[src/rtl/upd_pkg.sv]
// upd_pkg: types, character constants and the hex digit decoder shared by
// the url percent decoder front end, command queue and output back end
// no dependencies
`default_nettype none

package upd_pkg;

    localparam logic [7:0] CH_PERCENT = 8'h25;
    localparam logic [7:0] CH_PLUS    = 8'h2B;
    localparam logic [7:0] CH_SPACE   = 8'h20;

    localparam int MAX_BYTES = 3;

    typedef enum logic [1:0] {
        HELD_NONE  = 2'd0,
        HELD_PCT   = 2'd1,
        HELD_DIGIT = 2'd2
    } held_state_t;

    // bytes produced by one input transaction, oldest in bytes[0]
    typedef struct packed {
        logic [1:0]                 count;
        logic                       last;
        logic [MAX_BYTES-1:0][7:0] bytes;
    } cmd_t;

    typedef struct packed {
        logic       valid;
        logic [3:0] nibble;
    } hex_t;

    function automatic hex_t hex_decode(input logic [7:0] c);
        hex_t h;
        h.valid  = 1'b0;
        h.nibble = 4'd0;
        if (c inside {[8'h30:8'h39]})
        begin
            h.valid  = 1'b1;
            h.nibble = c[3:0];
        end
        else if (c inside {[8'h41:8'h46], [8'h61:8'h66]})
        begin
            h.valid  = 1'b1;
            h.nibble = c[3:0] + 4'd9;
        end
        return h;
    endfunction

endpackage

`default_nettype wire

[src/rtl/upd_front.sv]
// upd_front: holds a pending '%' and first digit, classifies each input byte
// and builds the group of decoded bytes it produces; depends on upd_pkg
`default_nettype none

module upd_front
(
    input  wire logic          clk,
    input  wire logic          rst_n,
    input  wire logic          accept,
    input  wire logic [7:0]    in_byte,
    input  wire logic          in_last,
    output upd_pkg::cmd_t      cmd,
    output logic               cmd_push
);
    import upd_pkg::*;

    held_state_t state_reg, state_next;
    logic [7:0]  held_digit_reg, held_digit_next;

    hex_t       cur_hex;
    hex_t       held_hex;
    logic       fresh_hold;
    logic       fresh_emit;
    logic [7:0] fresh_byte;

    always_ff @(posedge clk or negedge rst_n)
    begin
        if (!rst_n)
        begin
            state_reg      <= HELD_NONE;
            held_digit_reg <= 8'd0;
        end
        else if (accept)
        begin
            state_reg      <= state_next;
            held_digit_reg <= held_digit_next;
        end
    end

    always_comb
    begin
        cur_hex    = hex_decode(in_byte);
        held_hex   = hex_decode(held_digit_reg);
        fresh_hold = (in_byte == CH_PERCENT) && !in_last;
        fresh_emit = !fresh_hold;
        fresh_byte = (in_byte == CH_PLUS) ? CH_SPACE : in_byte;

        cmd             = '0;
        cmd.last        = in_last;
        state_next      = fresh_hold ? HELD_PCT : HELD_NONE;
        held_digit_next = held_digit_reg;

        case (state_reg)
            HELD_PCT:
            begin
                if (cur_hex.valid && !in_last)
                begin
                    state_next      = HELD_DIGIT;
                    held_digit_next = in_byte;
                end
                else
                begin
                    cmd.bytes[0] = CH_PERCENT;
                    cmd.bytes[1] = fresh_byte;
                    cmd.count    = fresh_emit ? 2'd2 : 2'd1;
                end
            end
            HELD_DIGIT:
            begin
                if (cur_hex.valid)
                begin
                    cmd.bytes[0] = {held_hex.nibble, cur_hex.nibble};
                    cmd.count    = 2'd1;
                    state_next   = HELD_NONE;
                end
                else
                begin
                    cmd.bytes[0] = CH_PERCENT;
                    cmd.bytes[1] = held_digit_reg;
                    cmd.bytes[2] = fresh_byte;
                    cmd.count    = fresh_emit ? 2'd3 : 2'd2;
                end
            end
            default:
            begin
                cmd.bytes[0] = fresh_byte;
                cmd.count    = {1'b0, fresh_emit};
            end
        endcase

        cmd_push = accept && (cmd.count != 2'd0);
    end

    a_last_clears_hold: assert property (@(posedge clk) disable iff (!rst_n)
        accept && in_last |=> state_reg == HELD_NONE)
        else $error("hold state survives the end of a string");

    a_last_emits: assert property (@(posedge clk) disable iff (!rst_n)
        accept && in_last |-> cmd_push)
        else $error("final byte produced no output");

endmodule

`default_nettype wire

[src/rtl/upd_cmd_fifo.sv]
// upd_cmd_fifo: short flop-based queue of byte groups between the front end
// and the output back end; depends on upd_pkg
`default_nettype none

module upd_cmd_fifo
#(
    parameter int DEPTH = 2
)
(
    input  wire logic          clk,
    input  wire logic          rst_n,
    input  wire logic          wr_en,
    input  wire upd_pkg::cmd_t wr_data,
    output logic               full,
    input  wire logic          rd_en,
    output upd_pkg::cmd_t      rd_data,
    output logic               empty
);
    import upd_pkg::*;

    localparam int PTR_W = (DEPTH > 1) ? $clog2(DEPTH) : 1;
    localparam int CNT_W = $clog2(DEPTH + 1);

    cmd_t             mem_reg [DEPTH];
    logic [PTR_W-1:0] wr_ptr_reg, wr_ptr_next;
    logic [PTR_W-1:0] rd_ptr_reg, rd_ptr_next;
    logic [CNT_W-1:0] count_reg, count_next;

    always_ff @(posedge clk)
    begin
        if (wr_en)
        begin
            mem_reg[wr_ptr_reg] <= wr_data;
        end
    end

    always_ff @(posedge clk or negedge rst_n)
    begin
        if (!rst_n)
        begin
            wr_ptr_reg <= '0;
            rd_ptr_reg <= '0;
            count_reg  <= '0;
        end
        else
        begin
            wr_ptr_reg <= wr_ptr_next;
            rd_ptr_reg <= rd_ptr_next;
            count_reg  <= count_next;
        end
    end

    always_comb
    begin
        wr_ptr_next = wr_ptr_reg;
        rd_ptr_next = rd_ptr_reg;
        count_next  = count_reg;
        if (wr_en)
        begin
            wr_ptr_next = (wr_ptr_reg == PTR_W'(DEPTH - 1)) ? '0 : wr_ptr_reg + 1'b1;
        end
        if (rd_en)
        begin
            rd_ptr_next = (rd_ptr_reg == PTR_W'(DEPTH - 1)) ? '0 : rd_ptr_reg + 1'b1;
        end
        if (wr_en && !rd_en)
        begin
            count_next = count_reg + 1'b1;
        end
        else if (rd_en && !wr_en)
        begin
            count_next = count_reg - 1'b1;
        end
    end

    assign full    = (count_reg == CNT_W'(DEPTH));
    assign empty   = (count_reg == '0);
    assign rd_data = mem_reg[rd_ptr_reg];

    a_no_overflow: assert property (@(posedge clk) disable iff (!rst_n)
        !(wr_en && full) && !(rd_en && empty))
        else $error("command queue overflow or underflow");

endmodule

`default_nettype wire

[src/rtl/upd_back.sv]
// upd_back: walks the head byte group of the command queue, feeding one byte
// per cycle into the output register when free or popped; depends on upd_pkg
`default_nettype none

module upd_back
(
    input  wire logic          clk,
    input  wire logic          rst_n,
    input  wire upd_pkg::cmd_t head,
    input  wire logic          head_empty,
    output logic               head_pop,
    input  wire logic          pop,
    output logic               empty,
    output logic [7:0]         out_byte,
    output logic               out_last
);
    import upd_pkg::*;

    logic [1:0] idx_reg, idx_next;
    logic       out_valid_reg, out_valid_next;
    logic [7:0] out_byte_reg, out_byte_next;
    logic       out_last_reg, out_last_next;

    logic       head_valid;
    logic       at_end;
    logic       load;

    always_ff @(posedge clk or negedge rst_n)
    begin
        if (!rst_n)
        begin
            idx_reg       <= 2'd0;
            out_valid_reg <= 1'b0;
        end
        else
        begin
            idx_reg       <= idx_next;
            out_valid_reg <= out_valid_next;
        end
    end

    always_ff @(posedge clk)
    begin
        out_byte_reg <= out_byte_next;
        out_last_reg <= out_last_next;
    end

    always_comb
    begin
        head_valid = !head_empty;
        at_end     = (idx_reg == head.count - 2'd1);
        load       = head_valid && (!out_valid_reg || pop);
        head_pop   = load && at_end;

        idx_next       = idx_reg;
        out_valid_next = out_valid_reg && !pop;
        out_byte_next  = out_byte_reg;
        out_last_next  = out_last_reg;

        if (load)
        begin
            out_valid_next = 1'b1;
            out_byte_next  = head.bytes[idx_reg];
            out_last_next  = head.last && at_end;
            idx_next       = at_end ? 2'd0 : idx_reg + 2'd1;
        end
    end

    assign empty    = !out_valid_reg;
    assign out_byte = out_byte_reg;
    assign out_last = out_last_reg;

    a_idx_in_group: assert property (@(posedge clk) disable iff (!rst_n)
        head_valid |-> (head.count != 2'd0) && (idx_reg < head.count))
        else $error("byte index outside the head group");

    a_idle_idx_zero: assert property (@(posedge clk) disable iff (!rst_n)
        !head_valid |-> idx_reg == 2'd0)
        else $error("byte index left mid group with the queue empty");

    a_stall_holds: assert property (@(posedge clk) disable iff (!rst_n)
        out_valid_reg && !pop |=> out_valid_reg && $stable(out_byte_reg)
            && $stable(out_last_reg))
        else $error("waiting result changed before it was taken");

endmodule

`default_nettype wire

[src/rtl/url_percent_decoder.sv]
// url_percent_decoder: top level of the streaming form-urlencoded decoder
// depends on upd_pkg, upd_front, upd_cmd_fifo and upd_back
`default_nettype none

// Decodes an encoded string arriving one byte per transaction, in_last on
// its final byte. "%hh" with two hex digits of either case becomes one byte
// (zero allowed), '+' becomes a space, anything else passes through; a '%'
// without two valid digits is passed through and the following bytes are
// decoded afresh. At in_last any held bytes are flushed and out_last marks
// the final decoded byte. Each input transaction yields 0 to 3 output
// transactions. Bytes that yield at most one result stream at one per clock
// while pop is held, through the command queue and then the output register;
// a transaction that yields k results sends them one at a time through the
// single output register; the input is stalled (full) only once the
// QUEUE_DEPTH entry command queue before the output stage has filled.
module url_percent_decoder
#(
    parameter int QUEUE_DEPTH = 2
)
(
    input  wire logic       clk,
    input  wire logic       rst_n,
    input  wire logic       push,
    output logic            full,
    input  wire logic [7:0] in_byte,
    input  wire logic       in_last,
    output logic            empty,
    input  wire logic       pop,
    output logic [7:0]      out_byte,
    output logic            out_last
);
    import upd_pkg::*;

    logic accept;
    cmd_t front_cmd;
    logic front_push;
    cmd_t head_cmd;
    logic head_empty;
    logic head_pop;

    assign accept = push && !full;

    upd_front u_front
    (
        .clk      (clk),
        .rst_n    (rst_n),
        .accept   (accept),
        .in_byte  (in_byte),
        .in_last  (in_last),
        .cmd      (front_cmd),
        .cmd_push (front_push)
    );

    upd_cmd_fifo #(
        .DEPTH (QUEUE_DEPTH)
    ) u_fifo
    (
        .clk     (clk),
        .rst_n   (rst_n),
        .wr_en   (front_push),
        .wr_data (front_cmd),
        .full    (full),
        .rd_en   (head_pop),
        .rd_data (head_cmd),
        .empty   (head_empty)
    );

    upd_back u_back
    (
        .clk        (clk),
        .rst_n      (rst_n),
        .head       (head_cmd),
        .head_empty (head_empty),
        .head_pop   (head_pop),
        .pop        (pop),
        .empty      (empty),
        .out_byte   (out_byte),
        .out_last   (out_last)
    );

endmodule

`default_nettype wire

[config.mk]
export PLATFORM = sky130hd
export DESIGN_NAME = url_percent_decoder
export DESIGN_NICKNAME = d
export VERILOG_FILES = /design/src/rtl/upd_pkg.sv /design/src/rtl/upd_front.sv /design/src/rtl/upd_cmd_fifo.sv /design/src/rtl/upd_back.sv /design/src/rtl/url_percent_decoder.sv
export SDC_FILE = /design/constraint.sdc
export NUM_CORES = 1
export LEC_CHECK = 0
export BUFFER_PORTS_ARGS = -buffer_cell sky130_fd_sc_hd__buf_2
export CAP_MARGIN = 20
export CORE_UTILIZATION = 35
export DETAILED_ROUTE_END_ITERATION = 10
export PLACE_DENSITY = 0.49
export SYNTH_ARGS = -nofsm -noshare
export SYNTH_HDL_FRONTEND = slang
export SYNTH_HIERARCHICAL = 1
export SYNTH_SLANG_ARGS = --single-unit
[constraint.sdc]
create_clock -name clk -period 6.4 [get_ports clk]
set_clock_uncertainty 0.05 [all_clocks]
set_input_delay 0.64 -clock clk [delete_from_list [all_inputs] [get_ports clk]]
set_output_delay 0.64 -clock clk [all_outputs]
set_load 0.01 [all_outputs]
== Word-level counts from Yosys, hierarchy flattened ==
Memories as Yosys holds them, arrays and structs flattened.
Cells that the tools add are included.

* Add/subtract/negate cells: 8
* Multiply operators: 0
* Divide/modulo/power cells: 0
* Magnitude comparators: 13
* Eq/ne operators: 6
* Shifts and indexed selects: 0
* Mux-type cells: 30
* Bitwise logic cells: 0
* Reduce and logical (&&, ||, !) cells: 31

{| class="wikitable"
|+ Operator list
! operator !! number
|-
| 8-bit by 7-bit greater-or-equal comparator with 1-bit output (second input constant) || 4
|-
| 8-bit by 7-bit less-or-equal comparator with 1-bit output (second input constant) || 4
|-
| 16-bit two-way mux || 2
|-
| 8-bit two-way mux || 4
|-
| 8-bit one-hot mux with 2 select lines || 2
|-
| 8-bit binary-select mux with 2-bit select || 1
|-
| 8-bit by 6-bit equality test with 1-bit output (second input constant) || 2
|-
| 8-bit by 6-bit greater-or-equal comparator with 1-bit output (second input constant) || 2
|-
| 8-bit by 6-bit less-or-equal comparator with 1-bit output (second input constant) || 2
|-
| 1-bit logical AND || 16
|-
| 2-bit two-way mux || 8
|-
| 5-bit two-way mux || 2
|-
| 4-bit adder (second input constant) || 2
|-
| 1-bit zero test || 8
|-
| 4-bit two-way mux || 2
|-
| 2-bit one-hot mux with 2 select lines || 2
|-
| 2-bit nonzero test || 4
|-
| 1-bit two-way mux || 7
|-
| 2-bit by 1-bit adder with 2-bit output (second input constant) || 2
|-
| 2-bit equality test (second input constant) || 2
|-
| 2-bit by 1-bit subtractor with 2-bit output (second input constant) || 2
|-
| 2-bit by 3-bit < comparator with 1-bit output (second input constant) || 1
|-
| 3-bit AND reduction || 1
|-
| 1-bit adder (second input constant) || 2
|-
| 4 further kinds || 4
|}

* Register bits after elaboration: 26
* Bits in latches: 0
* Bits in writable memories: 54
* Bits in read-only memories: 0
* Bits of input ports: 13
* Output and inout bits: 11
* Logic and storage cells: 98
* Memories kept: 1

{| class="wikitable"
|+ Memory list
! memory !! words !! bits a word !! rd ports !! clocked after memory_dff !! write ports !! line !! text
|-
| u_fifo.mem_reg || 2 || 27 || 1 || 0 || 1 || upd_cmd_fifo.sv:24 || <nowiki>cmd_t mem_reg [DEPTH];</nowiki>
|}

== Logic depth before layout (Yosys ltp) ==
Gate-level depths: netlist of run 1.

* Depth after elaboration: 14
* Depth in mapped cells: 11

== By module ==
The synthesis of run 1 kept the hierarchy.

{| class="wikitable"
|+ By module, submodules not included
! module !! times used !! cells each !! area each (um^2)
|-
| upd_cmd_fifo || 1 || 100 || 2,234.6
|-
| upd_front || 1 || 141 || 1,154.9
|-
| upd_back || 1 || 57 || 625.6
|-
| url_percent_decoder || 1 || 1 || 13.8
|}

== Worst setup path after synthesis of run 1 ==
No wires, ideal clock.

* Path type: in2reg
* Start: input in_byte[7]
* End: memory u_fifo/mem_reg[0][0] (netlist name), enable pin
* Arrival: 3.411 ns
* Slack: 2.525 ns
* Cell stages on the path: 6
* Cell sequence: or3b_2 nor4_4 mux2i_1 o21ai_0 a21boi_0 nor2b_1

{| class="wikitable"
|+ RTL lines
! what !! line !! text
|-
| start, declared || url_percent_decoder.sv:25 || <nowiki>input wire logic [7:0] in_byte,</nowiki>
|-
| end, declared || upd_cmd_fifo.sv:24 ||
|}

== Final worst setup path of run 1 ==
* Start: input in_byte[1]
* End: memory u_fifo/mem_reg[0][1] (netlist name), enable pin

* Word-level cells in the longest chain between the ends: 12
* Elaborated cells on any way between the ends: 25

{| class="wikitable"
|+ Ends and longest elaborated chain
! what !! line !! text
|-
| 8-bit by 7-bit greater-or-equal comparator with 1-bit output / 8-bit by 7-bit less-or-equal comparator with 1-bit output (equally long branches) || upd_pkg.sv:41 || <nowiki>else if (c inside {[8'h41:8'h46], [8'h61:8'h66]})</nowiki>
|-
| 1-bit logical AND || upd_pkg.sv:41 ||
|-
| 2-bit nonzero test || upd_pkg.sv:41 ||
|-
| 5-bit two-way mux || upd_pkg.sv:41 ||
|-
| 5-bit two-way mux || upd_pkg.sv:36 || <nowiki>if (c inside {[8'h30:8'h39]})</nowiki>
|-
| 1-bit logical AND || upd_front.sv:56 || <nowiki>if (cur_hex.valid && !in_last)</nowiki>
|-
| 2-bit two-way mux || upd_front.sv:56 ||
|-
| 2-bit one-hot mux with 2 select lines * || upd_front.sv:53 || <nowiki>case (state_reg)</nowiki>
|-
| 2-bit nonzero test * || upd_front.sv:91 || <nowiki>cmd_push = accept && (cmd.count != 2'd0);</nowiki>
|-
| 1-bit logical AND * || upd_front.sv:91 ||
|-
| via front_push || url_percent_decoder.sv:36 || <nowiki>logic front_push;</nowiki>
|-
| 1-bit two-way mux * || upd_cmd_fifo.sv:31 || <nowiki>if (wr_en)</nowiki>
|-
| 1-bit two-way mux (not written as such) * || upd_cmd_fifo.sv:33 || <nowiki>mem_reg[wr_ptr_reg] <= wr_data;</nowiki>
|}

Mark *: on every way through the listed nets, which the timed path passes. The rest lies on a longest branch.

==> qor.yml, run 1 <==
place:
  gp_congestion: 0.794
  dp_cells: 451
  port_buffers: 23
  hpwl_um: 5520
  dpl-instance-area_mm2: 0.00424
  post-place-ws_ns: 2.76
yosys:
  synth_largest_area_cell: "edfxtp_1"
  syn_inst: 299
  synth.avg_cell_area_um2: 13.5
  ys_top_cells_by_count: "edfxtp_1 (63), nand2_1 (20), mux2_4 (19)"
  ys_warn_count: 6
  synth_cell_types: 59
  synth-seq-cells: 80
  yosys.cell_count.top_type: "edfxtp_1"
  syn-num-nets: 321
  synth_edf_count: 63
  synthDominantCellAreaShare_pct: 47.0
  async_reset_ff_share_pct: 21.3
  ys.flop_type: "edfxtp_1"
  ys_top_cells_by_area: "edfxtp_1 (47%), dfrtp_1 (11%), mux2_4 (7.1%)"
  ys_seq_area_share_pct: 57.5
  syn_area_mm2: 0.00403
worst_setup_path:
  reg2reg_from: "u_front/state_reg[0]$_DFFE_PN0P_"
  slowest_delay_ns: 0.53
  crit_fanout: 27
  critical-path-top-delay-family: "compound AO/OA/AOI/OAI gates"
  crit_slowest_cell: "and3_1"
  rr_endpoint: "u_fifo/mem_reg[0][1]$_DFFE_PP_"
  crit_path_start: "in_byte[1]"
  crit_arrival_ns: 3.29
  end_kind: "register"
  critPathKind: "input pin to register"
  crit_path_start_kind: "input pin"
  crit_chain: "buf_2 -> inv_1 -> ha_1 -> o311ai_0 -> and3_1 -> o21ai_0 -> a21boi_0 -> nor2b_2 -> buf_4"
  ff2ff_setup_slack_ns: 3.33
  path_buf_inv: 3
  crit_required_ns: 6.34
  reg2reg_depth: 9
clock_network:
  cts_buffers: 9
  post_cts_resized: 0
  cts_setup_buffers: 0
  htreeDepth: 3
  cts_hold_buf: 0
  cts_buffer_depth: 2
  clkTransAtPathRegs_ns: 0.06
  clkSinkCount: 80
  tritoncts: "yes"
  root_buffer: "clkbuf_16"
  worstSkewPairLatency_ns: 0.33
global_routing:
  grt_pass1_vias: 2280
  grt_pass1_wl_um: 12600
  overflow: 0
  grt_use_total_pct: 14.5
  antenna_found_initial: 0
  grt_max_degree: 29
sta:
  rsz0062_at_grt: "no"
  finalCritPeriodShare_pct: 52.3
  setup_ws_ns: 3.05
  slew_violations: 0
  hold-worst-slack_ns: 0.191
  max_clock_freq_ghz: 0.298
  max-slew-margin-rel_pct: 47.5
  period_needed_ns: 3.35
  report.final.hold_viol_count: 0
  finalSetupViolations: 0
  setup-tns-final_ns: 0
  tightest_slew_ns: 0.787
layout:
  final_cells: 467
  final_util_pct: 40.9
  area_growth_pct: 11.9
  fin_nets: 344
  num_antenna_cells: 0
  drive_above_1_share_pct: 24.5
  largest_register_ffs: 54
  final_cell_area_mm2: 0.00451
  num-fill-cells: 1056
outcome:
  status: "finished, final reports clean"
routing:
  drt-pass1-iter-count: 6
  drt_iter0_drc: 120
  drc: 0
  wl_met2_um: 3470
  wl_met1_um: 3990
  ant_nets: 0
  route.vias.total: 2371
  top_layer_used: "met4"
  wl_met3_um: 249
  wl_um: 7900
  avgViaCountPerCell: 5.08
  wl_per_cell_um: 16.9
power_and_ir_drop:
  p_seq_share_pct: 45.4
  p_clk_share_pct: 26.1
  cellLeakagePower_nw: 1.72
  powerDensity_mw_per_mm2: 386
  vdd_ir_drop_max_mv: 0.130
  power_switching_uw: 513
  pwr-share-comb_pct: 28.5
  sw_frac_of_total_pct: 29.5
  total_power_mw: 1.74
  p_int_mw: 1.23
floorplanning:
  io_pins: 24
  die_area_mm2: 0.0119
  rows: 38
  dieHeight_um: 109
  initial_core_util_pct: 36.5
  dieWidth_um: 109
  fp.coreArea_mm2: 0.0110
worst_hold_path:
  hold_path_class: "input pin to asynchronous set/reset pin"
job:
  drv_cap: 0
-- worst register-to-register path: stages, from the launching register on --
cell and delay (ns):
dfrtp_1 0.34, inv_1 0.05, ha_1 0.53, inv_1 0.33, nand2_1 0.09, mux2i_1 0.24, o21ai_0 0.10, a21boi_0 0.42
nor2b_2 0.22, buf_4 0.34
-- cell type report --
cell class	instances	area [um2]	area share [%]
Clock buffer	10	229	5.08
Clock inverter	6	36.3	0.805
Inverter	15	56.3	1.25
Multi-Input combinational cell	190	1560	34.5
Sequential cell	80	2320	51.4
Tap cell	140	175	3.89
Timing Repair Buffer	26	138	3.05
-- metal layers --
| layer | track usage, % | vias up |
|---|---|---|
| li1 | - | 1164 |
| met4 | 6.29 | 0 |
| met1 | 20.8 | 1143 |
| met3 | 2.31 | 12 |
| met2 | 21.7 | 52 |
| met5 | 0 | - |
-- worst max-delay path by stage --
stage / to / cells past startpoint
floorplan: u_fifo/mem_reg[0][0]$_DFFE_PP_ / 6
global placement: u_fifo/mem_reg[0][16]$_DFFE_PP_ / 9
detailed placement: u_fifo/mem_reg[0][18]$_DFFE_PP_ / 9
CTS: u_fifo/mem_reg[0][22]$_DFFE_PP_ / 9
global route: u_fifo/mem_reg[0][17]$_DFFE_PP_ / 9
finish: u_fifo/mem_reg[0][1]$_DFFE_PP_ / 9
-- kinds of logic (layout without fill, tap and decap cells) --
| family | after synthesis | after routing | share of synthesized area, % |
|---|---|---|---|
| buffers and inverters | 29 | 57 | 3.91 |
| AO/OA/AOI/OAI | 58 | 58 | 10.3 |
| AND/OR/NAND/NOR | 72 | 72 | 10.2 |
| XOR/XNOR | 6 | 6 | 1.30 |
| flip-flops | 80 | 80 | 57.5 |
| adder cells (fa/ha/maj) | 9 | 9 | 2.80 |
| multiplexers | 45 | 45 | 13.9 |
-- power groups by stage --
stage / combinational, mW / sequential (mW) / clock (mW)
2_1_floorplan: 0.412 / 0.789 / 0
3_3_place_gp: 0.506 / 0.800 / 0
3_5_place_dp: 0.507 / 0.802 / 0
4_1_cts: 0.507 / 0.792 / 0.467
5_1_grt: 0.549 / 0.803 / 0.485
6_report: 0.496 / 0.790 / 0.454
-- placed cells by master (no fill, tap or decap), types with 3 or more instances in the layout --
master      Yosys  layout
a32oi_1         3       3
buf_4           1       3
xor2_1          4       4
mux2i_1        14      14
mux2_2         11      11
dfrtp_1        17      17
mux2_4         19      19
a211oi_1        3       3
nand2_1        20      20
nand3b_1        3       3
buf_2           4      23
ha_1            9       9
clkbuf_16       0       9
a22oi_1         6       6
and2_1          3       3
o21ai_1         8       8
and3_1          5       5
o21ai_0         7       7
nand2b_1        3       3
clkinvlp_4      0       3
nor2_1         17      17
edfxtp_1       63      63
a21oi_1         5       5
nor3_1          3       3
inv_1          15      15
nor2b_1         6       5
Power figures use the tool's default switching activity.
==> inputs of run 2 (changes only) <==
==> constraint.sdc (replaced) <==
create_clock -name clk -period 3.5 [get_ports clk]
set_clock_uncertainty 0.05 [all_clocks]
set_input_delay 0.35 -clock clk [delete_from_list [all_inputs] [get_ports clk]]
set_output_delay 0.35 -clock clk [all_outputs]
set_load 0.01 [all_outputs]
==> run 2 against run 1 <==
Against the previous run:
- worst setup slack worse by 2.3 ns
- sequential cell count unchanged
- hold slack worse by 0.021 ns
- sequential power up 77%
- critical path depth unchanged
- largest cell class unchanged
- largest power group unchanged
==> qor.yml, run 2 (synthesis results as in run 1) <==
routing:
  wl_per_cell_um: 17.0  # +0.56%
  route.vias.total: 2394  # +0.97%
  drt-pass1-iter-count: 4  # -2
  drc: 0  # unchanged
  drt_iter0_drc: 104  # -13%
  wl_um: 8020  # +1.6%
  avgViaCountPerCell: 5.07  # about the same
  ant_nets: 0  # unchanged
place:
  port_buffers: 23  # unchanged
  gp_congestion: 0.853  # +7.5%
  hpwl_um: 5690  # +3.0%
  dpl-instance-area_mm2: 0.00431  # +1.5%
layout:
  drive_above_1_share_pct: 25.0  # +0.54 points
  layout.cells.most_common: "edfxtp_1"
  multiInputGateArea_mm2: 0.00156  # unchanged
  area_growth_pct: 14.6
  layout_common_cells: "edfxtp_1 (63), buf_2 (23), nand2_1 (20), mux2_4 (19)"
  regArea_mm2: 0.00232  # unchanged
  final_cell_area_mm2: 0.00462  # +2.4%
  fin_nets: 350  # +1.7%
  largest_register_ffs: 54  # unchanged
  num-fill-cells: 1072  # +1.5%
  num_antenna_cells: 0  # unchanged
sta:
  tightest_slew_ns: 0.809  # +0.0221 ns
  period_needed_ns: 2.72
  finalCritPeriodShare_pct: 77.6
  finalSetupViolations: 0  # unchanged
  max-slew-margin-rel_pct: 46.0  # -1.5 points
  rsz0062_at_grt: "no"
  slew_violations: 0  # unchanged
  max_clock_freq_ghz: 0.368
  report.final.hold_viol_count: 0  # unchanged
  setup-tns-final_ns: 0  # unchanged
clock_network:
  cts_buffers: 9  # unchanged
  cts_buffer_depth: 2  # unchanged
  clkTransAtPathRegs_ns: 0.06  # about the same
  post_cts_resized: 0  # unchanged
  tritoncts: "yes"
  clkSinkCount: 80  # unchanged
  root_buffer: "clkbuf_16"
  htreeDepth: 3  # unchanged
  worstSkewPairLatency_ns: 0.33  # about the same
worst_setup_path:
  critical-path-top-delay-family: "compound AO/OA/AOI/OAI gates"
  slowest_delay_ns: 0.65  # +0.12 ns
  reg2reg_from: "u_front/state_reg[0]$_DFFE_PN0P_"
  crit_required_ns: 3.48  # -2.86 ns
  crit_slowest_cell: "o311ai_0"
  end_kind: "register"
  path_buf_inv: 3  # unchanged
  ff2ff_setup_slack_ns: 0.90  # -2.43 ns
  crit_chain: "buf_2 -> inv_1 -> ha_1 -> o311ai_0 -> and3_1 -> o21ai_0 -> a21boi_0 -> nor2b_2 -> buf_12"
  crit_arrival_ns: 2.69  # -0.60 ns
  reg2reg_depth: 9  # unchanged
  rr_endpoint: "u_fifo/mem_reg[0][8]$_DFFE_PP_"
  crit_path_start_kind: "input pin"
  critPathKind: "input pin to register"
  crit_path_start: "in_byte[1]"
  crit_fanout: 27  # unchanged
global_routing:
  grt_use_total_pct: 15.0  # +0.48 points
  antenna_found_initial: 0  # unchanged
  grt_pass1_wl_um: 12900  # +2.7%
  grt_max_degree: 28  # -3.4%
  overflow: 0  # unchanged
  grt_pass1_vias: 2391  # +4.9%
floorplanning:
  rows: 38  # unchanged
  initial_core_util_pct: 36.5  # unchanged
  dieHeight_um: 109  # unchanged
  fp.coreArea_mm2: 0.0110  # unchanged
  die_area_mm2: 0.0119  # unchanged
  io_pins: 24  # unchanged
  dieWidth_um: 109  # unchanged
power_and_ir_drop:
  vdd_ir_drop_max_mv: 0.260  # +99%
  powerDensity_mw_per_mm2: 725  # +88%
  cellLeakagePower_nw: 1.78  # +3.6%
worst_hold_path:
  hold_depth: 2
  holdPathEnd: "u_back/out_valid_reg$_DFF_PN0_"
  worstHoldStart: "pop"
  hold_path_class: "input pin to register"
job:
  drv_cap: 0  # unchanged
outcome:
  status: "finished, final reports clean"
## run 2: cell types whose count changed in the layout (fill, tap and decap cells not counted), sizes merged
cell,previous run,this run
buf,26,31
dlygate4sd3,0,1
clkinvlp,3,0
bufinv,0,2
## run 2: routing by layer
layer,track usage (%),part of all wire (%),routed length (um)
met3,3.91,4.2,333
met1,20.8,48,3890
met2,22.6,47,3740
met5,0,0,0
met4,5.43,0.82,66
## run 2: how the worst max path moves through the flow
stage	endpoint	slack (ns)	cells after the start
after global routing	u_fifo/mem_reg[0][8]$_DFFE_PP_	0.61	9
after global placement	u_fifo/mem_reg[0][18]$_DFFE_PP_	0.47	9
final	u_fifo/mem_reg[0][8]$_DFFE_PP_	0.78	9
after floorplan	u_fifo/mem_reg[0][0]$_DFFE_PP_	0.40	6
after detailed placement	u_fifo/mem_reg[0][18]$_DFFE_PP_	0.48	9
after CTS	u_fifo/mem_reg[0][11]$_DFFE_PP_	0.81	9
## run 2: timing repair
action                     4_1_cts  5_1_grt
setup endpoints to repair        0        0
setup buffers                    0        0
hold endpoints to repair        17        0
hold buffers                     1        0
## run 2: stage by stage
| step | hold slack (ns) | setup WS [ns] | utilization (%) | std cells | total power [mW] |
|---|---|---|---|---|---|
| 4_1_cts | 0.161 | 0.809 | 41.9 | 472 | 3.41 |
| 6_report | 0.170 | 0.784 | 41.9 | 472 | 3.35 |
| 3_3_place_gp | 0.255 | 0.467 | 39.0 | 456 | 2.42 |
| 5_1_grt | 0.165 | 0.605 | 41.9 | 472 | 3.55 |
| 3_5_place_dp | 0.258 | 0.483 | 39.0 | 456 | 2.43 |
| 2_1_floorplan | 0.00441 | 0.401 | - | 299 | 2.20 |
## run 2: cell type report
class,count,share of cell area (%)
flip-flops and latches,80,50.2
clock inverters,5,1.57
multi-input cells,190,33.7
repair buffers,32,4.55
well taps,140,3.79
clock buffers,10,4.96
inverters,15,1.22
## run 2: where the power goes
| part | internal (mW) | total (mW) | switching [mW] | leakage, nW |
|---|---|---|---|---|
| registers | 1.33 | 1.40 | 0.0736 | 0.799 |
| clock network | 0.614 | 0.959 | 0.345 | 0.147 |
| logic | 0.476 | 0.988 | 0.512 | 0.835 |
==> inputs of run 3 (changes only) <==
--- a/config.mk
+++ b/config.mk
@@ -5,11 +5,12 @@
 export SDC_FILE = /design/constraint.sdc
 export NUM_CORES = 1
 export LEC_CHECK = 0
+export ABC_AREA = 1
 export BUFFER_PORTS_ARGS = -buffer_cell sky130_fd_sc_hd__buf_2
 export CAP_MARGIN = 20
 export CORE_UTILIZATION = 35
 export DETAILED_ROUTE_END_ITERATION = 10
-export PLACE_DENSITY = 0.49
+export PLACE_DENSITY = 0.51
 export SYNTH_ARGS = -nofsm -noshare
 export SYNTH_HDL_FRONTEND = slang
 export SYNTH_HIERARCHICAL = 1
==> constraint.sdc (replaced) <==
create_clock -name clk -period 2.4 [get_ports clk]
set_clock_uncertainty 0.05 [all_clocks]
set_input_delay 0.24 -clock clk [delete_from_list [all_inputs] [get_ports clk]]
set_output_delay 0.24 -clock clk [all_outputs]
set_load 0.01 [all_outputs]
==> run 3 against run 2 <==
Against the previous run:
- combinational power rose by 52%
- die area rose by 2.5%
- total power rose by 47%
- critical endpoint is now u_fifo/mem_reg[0][0]$_DFFE_PP_
- critical path depth grew 2
==> qor.yml, run 3 <==
routing:
  wl_per_cell_um: 14.4  # -15%
  wl_um: 8300  # +3.4%
  avgViaCountPerCell: 4.76  # -6.1%
  ant_nets: 0  # unchanged
  drt-pass1-iter-count: 7  # +3
  drc: 0  # unchanged
  drt_iter0_drc: 130  # +25%
  route.vias.total: 2742  # +15%
worst_setup_path:
  crit_arrival_ns: 2.09  # -0.60 ns
  crit_required_ns: 2.37  # -1.11 ns
  crit_chain: "inv_1 -> ha_1 -> inv_1 -> nor2_8 -> inv_4 -> nand2_1 -> nand2_1 -> a21oi_2 -> inv_1 -> nor2_4 -> buf_12"
  crit_top_cell: "inv_1"
  slowest_delay_ns: 0.38  # -0.27 ns
  crit_path_start_kind: "register"
  end_kind: "register"
  crit_slowest_cell: "dfrtp_1"
  crit_fanout: 27  # unchanged
  critPathKind: "register to register"
global_routing:
  antenna_found_initial: 0  # unchanged
  grt_max_degree: 28  # unchanged
  overflow: 0  # unchanged
  grt_pass1_vias: 2703  # +13%
  grt_pass1_wl_um: 13600  # +5.1%
  grt_use_total_pct: 14.4  # -0.57 points
yosys:
  synth_largest_area_cell: "edfxtp_1"
  ys_seq_area_share_pct: 56.1  # -1.4 points
  async_reset_ff_share_pct: 21.3  # unchanged
  synthDominantCellAreaShare_pct: 45.8  # -1.2 points
  ys.flop_type: "edfxtp_1"
  synth-seq-cells: 80  # unchanged
  synth_cell_types: 34  # -42%
  syn-num-nets: 410  # +28%
  syn_area_mm2: 0.00413  # +2.5%
  synth.avg_cell_area_um2: 10.6  # -21%
  ys_top_cells_by_count: "nand2_1 (78), edfxtp_1 (63), inv_1 (49)"
  ys_warn_count: 6  # unchanged
  synth_edf_count: 63  # unchanged
  syn_inst: 388  # +30%
  ys_top_cells_by_area: "edfxtp_1 (46%), dfrtp_1 (10%), nand2_1 (7.1%)"
  yosys.cell_count.top_type: "nand2_1"
layout:
  drive_above_1_share_pct: 22.9  # -2.1 points
  area_growth_pct: 15.9
  final_cells: 576  # +22%
  final_util_pct: 41.7  # -0.11 points
  num-fill-cells: 1100  # +2.6%
  largest_register_ffs: 54  # unchanged
  final_cell_area_mm2: 0.00479  # +3.7%
  layout.cells.most_common: "nand2_1"
  layout_common_cells: "nand2_1 (78), edfxtp_1 (63), inv_1 (48), nor2_1 (33), o21ai_0 (25)"
  num_antenna_cells: 0  # unchanged
  fin_nets: 451  # +29%
floorplanning:
  fp.coreArea_mm2: 0.0115  # +4.0%
  rows: 39  # +2.6%
  dieHeight_um: 111  # +1.2%
  initial_core_util_pct: 36.0  # -0.51 points
  die_area_mm2: 0.0122  # +2.5%
  dieWidth_um: 111  # +1.2%
  io_pins: 24  # unchanged
clock_network:
  root_buffer: "clkbuf_16"
  tritoncts: "yes"
  clkSinkCount: 80  # unchanged
  cts_buffers: 9  # unchanged
  post_cts_resized: 0  # unchanged
  worstSkewPairLatency_ns: 0.33  # about the same
  clkTransAtPathRegs_ns: 0.06  # about the same
  cts_buffer_depth: 2  # unchanged
  cts_hold_buf: 1  # unchanged
  htreeDepth: 3  # unchanged
  cts_setup_buffers: 0  # unchanged
power_and_ir_drop:
  cellLeakagePower_nw: 2.07  # +16%
  vdd_ir_drop_max_mv: 0.414  # +59%
  p_clk_share_pct: 26.6  # -2.1 points
  sw_frac_of_total_pct: 29.9  # +2.1 points
  pwr-share-comb_pct: 30.5  # +1.0 points
  powerDensity_mw_per_mm2: 1030  # +42%
  power_switching_mw: 1.48  # +59%
  p_int_mw: 3.46  # +43%
  p_seq_share_pct: 42.9  # +1.1 points
sta:
  tightest_slew_ns: 0.519  # -0.289 ns
  max_clock_freq_ghz: 0.472
  rsz0062_at_grt: "no"
  max-slew-margin-rel_pct: 65.4  # +19 points
  setup-tns-final_ns: 0  # unchanged
  period_needed_ns: 2.12
  finalSetupViolations: 0  # unchanged
  finalCritPeriodShare_pct: 88.4
  slew_violations: 0  # unchanged
  report.final.hold_viol_count: 0  # unchanged
place:
  dp_cells: 560  # +23%
  port_buffers: 23  # unchanged
  hpwl_um: 6120  # +7.5%
  gp_congestion: 0.860  # +0.80%
  dpl-instance-area_mm2: 0.00449  # +4.4%
outcome:
  status: "finished, final reports clean"
job:
  drv_cap: 0  # unchanged
worst_hold_path:
  hold_path_class: "input pin to register"
run 3: per-stage QoR:
| step | setup slack [ns] | hold slack (ns) | power [mW] |
|---|---|---|---|
| after detailed placement | -0.0185 | 0.153 | 3.69 |
| after global routing | 0.0985 | 0.120 | 5.24 |
| after floorplan | 0.00885 | -0.106 | 3.29 |
| final | 0.279 | 0.119 | 4.93 |
| after global placement | 0.0444 | 0.148 | 3.67 |
| after CTS | 0.248 | 0.113 | 5.01 |
run 3: layout make-up:
| cell class | count | area, um2 | share of cell area [%] |
|---|---|---|---|
| Clock buffer | 13 | 250 | 5.23 |
| Clock inverter | 2 | 33.8 | 0.706 |
| Inverter | 55 | 215 | 4.50 |
| Multi-Input combinational cell | 242 | 1500 | 31.4 |
| Sequential cell | 80 | 2320 | 48.4 |
| Tap cell | 143 | 179 | 3.74 |
| Timing Repair Buffer | 41 | 290 | 6.06 |
run 3: final timing paths:
path | start | slack, ns | cells after the start | endpoint
min in group asynchronous | rst_n | 0.33 | 2 | u_back/out_valid_reg$_DFF_PN0_
min | in_last | 0.12 | 1 | u_fifo/mem_reg[0][24]$_DFFE_PP_
max in group asynchronous | rst_n | 1.66 | 2 | u_front/held_digit_reg[3]$_DFFE_PN0P_
min reg2reg | u_fifo/count_reg[1]$_DFFE_PN0P_ | 0.46 | 2 | u_fifo/count_reg[1]$_DFFE_PN0P_
max | u_front/state_reg[0]$_DFFE_PN0P_ | 0.28 | 11 | u_fifo/mem_reg[0][0]$_DFFE_PP_
max reg2reg | u_front/state_reg[0]$_DFFE_PN0P_ | 0.28 | 11 | u_fifo/mem_reg[0][0]$_DFFE_PP_
run 3: power groups by stage:
stage	sequential, mW	clock (mW)	combinational [mW]
after floorplan	2.10	0	1.19
after global placement	2.14	0	1.53
after detailed placement	2.15	0	1.53
after CTS	2.13	1.35	1.54
after global routing	2.16	1.40	1.68
final	2.12	1.31	1.50
run 3: kinds of logic (layout without fill, tap and decap cells):
logic type / after synthesis / count (layout) / share of synthesized area (%)
and+or+nand+nor: 150 / 150 / 16.3
DFF: 80 / 80 / 56.1
buffers and inverters: 66 / 111 / 7.82
AOI/OAI and AO/OA: 49 / 49 / 6.45
muxes: 27 / 27 / 9.09
adders and majority gates: 9 / 9 / 2.73
xor gates and xnor gates: 7 / 7 / 1.48
run 3: critical path: cells and delay by family, from the launching register on:
kind / cells / cell delay [ns]
compound gates: 1 / 0.22
fa+ha+maj: 1 / 0.21
buf+inv: 5 / 0.53
flops: 1 / 0.38
simple gates: 4 / 0.39
run 3: metal layers:
layer | global-route usage (%) | vias to the layer above | wire, um | share of wire [%]
met1 | 18.7 | 1297 | 3880 | 47
li1 | - | 1378 | - | -
met2 | 22.9 | 55 | 3920 | 47
met4 | 7.20 | 0 | 195 | 2.3
met5 | 0 | - | 0 | 0
met3 | 2.96 | 12 | 300 | 3.6
